File: src/hdl/dtdc_pkg.sv
// dtdc_pkg: shared widths, register indexes, fixed-point constants and the
// integer square root used to build the exp2 table at elaboration
// no dependencies
package dtdc_pkg;

	localparam int CFG_IW = 3;
	localparam int CFG_DW = 32;

	typedef enum logic [CFG_IW-1:0] {
		REG_MODE    = 3'd0,
		REG_BASE    = 3'd1,
		REG_RATIO   = 3'd2,
		REG_INV_VOL = 3'd3,
		REG_ROW     = 3'd4
	} cfg_reg_t;

	localparam logic MODE_CONST   = 1'b0;
	localparam logic MODE_DENSITY = 1'b1;

	// signed q.16 log / exponent width, exp2 result, divider operand, quotient
	localparam int LW  = 23;
	localparam int IPW = LW - 16;
	localparam int YW  = 34;
	localparam int DW  = 34;
	localparam int QW  = 16;

	localparam logic [15:0] K_POW_A   = 16'd60293;
	localparam logic [15:0] K_POW_B   = 16'd64881;
	localparam logic [14:0] K_NUM     = 15'd28180;
	localparam logic [14:0] K_DEN     = 15'd17695;
	localparam logic [19:0] K_DEN_OFS = 20'd733348;
	localparam logic [16:0] ONE_Q16   = 17'h10000;

	function automatic logic [63:0] isqrt64(input logic [63:0] n_in);
		logic [63:0] n;
		logic [63:0] res;
		logic [63:0] b;
		n = n_in;
		res = '0;
		b = 64'd1 << 62;
		for (int i = 0; i < 32; i++) begin
			if (b > n) b = b >> 2;
		end
		for (int i = 0; i < 32; i++) begin
			if (b != 0) begin
				if (n >= res + b) begin
					n = n - (res + b);
					res = (res >> 1) + b;
				end else begin
					res = res >> 1;
				end
				b = b >> 2;
			end
		end
		return res;
	endfunction

endpackage

File: src/hdl/dtdc_div.sv
// dtdc_div: pipelined restoring divider, q = floor(num * 2^16 / den)
// one quotient bit per stage, overflow flag when num >= den; uses dtdc_pkg
module dtdc_div (
	input  logic                    clk,
	input  logic                    en,
	input  logic [dtdc_pkg::DW-1:0] num,
	input  logic [dtdc_pkg::DW-1:0] den,
	output logic                    ovf,
	output logic [dtdc_pkg::QW-1:0] q
);
	import dtdc_pkg::*;

	logic [DW:0]   rem_q [0:QW];
	logic [DW-1:0] den_q [0:QW];
	logic [QW-1:0] q_q   [0:QW];
	logic          ovf_q [0:QW];
	logic [DW:0]   nxt   [1:QW];
	logic          ge    [1:QW];
	logic [DW:0]   sh    [1:QW];

	always_comb begin
		for (int k = 1; k <= QW; k++) begin
			sh[k] = {rem_q[k-1][DW-1:0], 1'b0};
			ge[k] = sh[k] >= {1'b0, den_q[k-1]};
			nxt[k] = ge[k] ? sh[k] - {1'b0, den_q[k-1]} : sh[k];
		end
	end

	always_ff @(posedge clk) begin
		if (en) begin
			rem_q[0] <= {1'b0, num};
			den_q[0] <= den;
			ovf_q[0] <= num >= den;
			q_q[0] <= '0;
			for (int k = 1; k <= QW; k++) begin
				rem_q[k] <= nxt[k];
				den_q[k] <= den_q[k-1];
				ovf_q[k] <= ovf_q[k-1];
				q_q[k] <= {q_q[k-1][QW-2:0], ge[k]};
			end
		end
	end

	assign ovf = ovf_q[QW];
	assign q = q_q[QW];

endmodule
File: config.mk
export PLATFORM = sky130hd
export DESIGN_NAME = dtdc_div
export DESIGN_NICKNAME = d
export VERILOG_FILES = /design/src/hdl/dtdc_pkg.sv /design/src/hdl/dtdc_div.sv
export SDC_FILE = /design/constraint.sdc
export NUM_CORES = 2
export LEC_CHECK = 0
export ABC_AREA = 1
export BUFFER_PORTS_ARGS = -buffer_cell sky130_fd_sc_hd__buf_2
export CORE_ASPECT_RATIO = 1.5
export CORE_MARGIN = 3
export CORE_UTILIZATION = 40
export CTS_BUF_LIST = sky130_fd_sc_hd__clkbuf_16
export CTS_CLUSTER_DIAMETER = 100
export DETAILED_ROUTE_END_ITERATION = 10
export PLACE_DENSITY_LB_ADDON = 0.25
export SKIP_CTS_REPAIR_TIMING = 1
export SYNTH_ARGS = -nofsm -noshare
export SYNTH_HDL_FRONTEND = slang
export SYNTH_SLANG_ARGS = --single-unit
File: constraint.sdc
create_clock -name clk -period 2.8 [get_ports clk]
set_clock_uncertainty 0.05 [all_clocks]
set_input_delay 0.14 -clock clk [delete_from_list [all_inputs] [get_ports clk]]
set_output_delay 0.14 -clock clk [all_outputs]
set_load 0.02 [all_outputs]
# ---- Word level (Yosys, flattened, before mapping)
# Memories as Yosys holds them, arrays and structs flattened.
# Cells that the tools add are included.
dict set report op_classes {
  n_addsub 16
  order_cmp 17
  mux 18
}
# op count
set op_table {}
lappend op_table {{>= comparator 35 x 34 -> 1 bit} 16}
lappend op_table {{two-way mux 35 bit} 16}
lappend op_table {{subtractor 35 x 34 -> 35 bit} 16}
lappend op_table {{>= comparator 34 bit} 1}
lappend op_table {{two-way mux 1 bit} 2}
dict set report word_totals {
  reg_bits 0
  ram_bits 1462
  output_inout_bits 17
  elab_cells 55
  mem_count 4
}
# name words width rd rd_clocked_by_memory_dff wr line
set mem_list {}
lappend mem_list {rem_q 17 35 16 0 17 dtdc_div.sv:13} ;# logic [DW:0] rem_q [0:QW];
lappend mem_list {den_q 17 34 16 0 17 dtdc_div.sv:14} ;# logic [DW-1:0] den_q [0:QW];
lappend mem_list {q_q 17 16 17 0 17 dtdc_div.sv:15} ;# logic [QW-1:0] q_q [0:QW];
lappend mem_list {ovf_q 17 1 17 0 17 dtdc_div.sv:16} ;# logic ovf_q [0:QW];

# ---- Depth between registers and ports, before layout
# An unclocked memory read counts as a cell.
dict set report logic_depth {
  word_depth 3
  depth_mapped 16
}

# ---- Worst setup path after synthesis
# Ideal clock, no wire load.
dict set report synth_timing {
  path_kind {reg2reg}
  startpoint {mem rem_q[0][429] (netlist bit)}
  endpoint {mem rem_q[0][488] (netlist bit), data pin}
  setup_ns 0.253
  arrival_ns 1.733
  slack_ns 0.764
  path_stages_with_launch 14
  path_buffers 1
  cell_sequence {edfxtp_1 -> ha_1 -> nand2_1 -> nor2_1 -> nand3_1 -> nand3_2 -> nand2_1 -> nand2_1 -> nand2_1 -> nand2_4 -> inv_4 -> buf_6 -> nand2_1 -> nand2_1}
}
# item line
set synth_lines {}
lappend synth_lines {{start: declaration} dtdc_div.sv:13}

==> flow_summary.toml <==
[outcome]
outcome = "complete, but fails checks"
violations = "negative setup slack"

[timing]
rsz0062_at_grt = "true"
final-hold-violation-count = 0
holdWs_ns = 0.0107
period_share = 1.02
slew_headroom = 0.481
slew_violations = 0
setup_viol = 6
fin_crit_ns = 2.85
fmax_ghz = 0.351
setup_ws_ns = -0.0525
fin_tns_setup_ns = -0.144
worst_pin_slew_ns = 0.770

[yosys]
syn_avg_cell_area_um2 = 7.59
synth_cells = 11083
synth_top_area_cell = "edfxtp_1"
syn_area_um2 = 84100
yosysTopAreaCellShare = 0.443
ys_types = 38
synth_nets = 11745
synth_area_leaders = "edfxtp_1, nand2_1, inv_1"
seq_area_frac_synth = 0.443
yosysWarnings = 0
ys_ff_latch = 1241

[clock_tree]
clkSlewWorstSetupHoldPaths_ns = 0.06
cts_root_buffer = "clkbuf_16"
cts-buffers-inserted = 148
cts_tree = "done"
clk_latency_ns = 0.83
clockBufferDepth = 4
cts_num_sinks = 1241
h-tree-depth = 4

[routing]
drt_pass1_iterations = 8
dr.first_iter.drc_count = 3824
vias = 79205
drt_wl_total_um = 387000
vias_per_cell = 4.97
drc = 0
drtAntennaViolNets = 0
wl_per_cell_um = 24.3

[placed_design]
dp_hpwl_um = 327000
port_buffers = 86
dp.cells = 15587
globalplace.congestion = 1.04

[min_path]
whs_path_depth = 2
hold_path_class = "primary input to flip-flop"

[critical_path]
crit_type = "flip-flop to flip-flop"
cp.required_ns = 3.28
cp-start-kind = "flip-flop"
r2r_cells = 15
crit_arrival_ns = 3.34
worstPathMaxFanout = 10
end_kind = "flip-flop"

[floorplanning]
fp.coreArea_um2 = 209000
fp-row-count = 205
io_pins = 87
die_area_um2 = 216000
initial_core_util = 0.403
dieWidth_um = 380
die_h_um = 568

[global_route]
overflow = 0
grt_max_degree = 82
antenna_found_initial = 8
grt_pass1_vias = 85534
grt_pass1_wl_um = 540000
grt_usage = 0.352

[finish]
fin_util = 0.521
area_growth_pct = 29.2
fin_nets = 13690
layout.cells.non_filler = 15925
drive_gt1_frac = 0.187

[power]
ir_worst_vdd_mv = 0.649
p_per_area_nw_per_um2 = 1150
p_leak_nw = 56.5

[run]
cap_violations = 0
-- through the flow --
stage / worst slack, ns / power, mW / cell area, um^2
after floorplan: 0.764 / 65.5 / 84100
after global placement: -0.217 / 102 / 102000
after detailed placement: -0.257 / 102 / 102000
after CTS: -0.278 / 121 / 106000
after global routing: -0.158 / 132 / 109000
final: -0.0525 / 125 / 109000
-- layout by cell type, fill, tap and decap left out, types with 34 or more instances in the layout --
master	n
nand4_1	44
nand2_2	112
dlygate4sd3_1	71
nand3_1	516
nand2_1	4309
a21oi_1	414
ha_1	534
nand3_2	34
edfxtp_1	1241
nor2_2	65
buf_4	1601
o21ai_0	189
nor2_1	704
inv_1	2113
xor2_1	270
clkbuf_16	154
buf_2	85
nand3b_1	75
nor3_1	68
buf_12	135
-- report_power, final --
part,internal (mW),leakage [nW],total (mW),switching [mW]
clock network,10.6,2.29,18.9,8.30
registers,27.4,12.2,30.3,2.95
logic,29.2,42.0,75.3,46.1
-- path summary, 6_finish.rpt --
| path | from | to | slack (ns) |
|---|---|---|---|
| max reg2reg | den_q[0][262] | rem_q[0][308] | -0.05 |
| min | den[15] | den_q[0][15] | 0.01 |
| min reg2reg | q_q[0][83] | q_q[0][100] | 0.36 |
| max | den_q[0][262] | rem_q[0][308] | -0.05 |
-- synthesized netlist by cell type, drive strengths merged --
master  instances
nand2        4454
nand4          44
nand3         558
buf           112
o211ai          2
nor2          783
inv          2140
xor2          270
o21bai         31
or2             8
nand3b         75
o21ai         205
nor3           81
a21o            1
a21oi         447
ha            577
a211oi          3
fa             15
nor4            8
and3            9
and2           16
clkinv          2
edfxtp       1241
o21a            1
-- layout make-up --
| cell class | instances | area [um^2] |
|---|---|---|
| sequential | 1241 | 37300 |
| clock buffer | 151 | 3780 |
| multi-input combinational | 7588 | 39100 |
| clock inverter | 98 | 782 |
| timing repair buffer | 1907 | 16100 |
| antenna | 4 | 10.0 |
| fill | 20079 | 99900 |
| inverter | 2142 | 8100 |
| tap | 2794 | 3500 |
-- critical path, cell delays in order, from the launching register on --
cell      delay (ns)
edfxtp_1        0.52
inv_2           0.08
ha_4            0.27
buf_4           0.12
nand2_2         0.07
nor2_4          0.17
nand2_1         0.09
nor2_1          0.18
nand2_4         0.11
nand2_4         0.11
nand2_4         0.07
nand2_8         0.22
clkinv_8        0.12
buf_12          0.18
nand2_1         0.11
nand2_1         0.07
-- flip-flops by register name (all words and copies together), names as in the netlist --
signal / flops
den_q: 544
rem_q: 544
ovf_q: 17
q_q: 136
-- cell families (layout without fill, tap and decap cells) --
kind of cell | after synthesis | after routing | share of synthesized area
DFF | 1241 | 1241 | 0.443
buffers and inverters | 2254 | 4298 | 0.108
xor gates and xnor gates | 270 | 270 | 0.0281
and+or+nand+nor | 6036 | 6036 | 0.289
AOI/OAI and AO/OA | 690 | 690 | 0.0424
adders and majority gates | 592 | 592 | 0.0894
other | 0 | 4 | 0
-- routing by layer --
metal,part of all wire,global-route usage
met3,0.029,0.0457
met5,0.000034,0
met2,0.58,0.743
met4,0.18,0.514
met1,0.21,0.183
(Power assumes the default switching activity.)
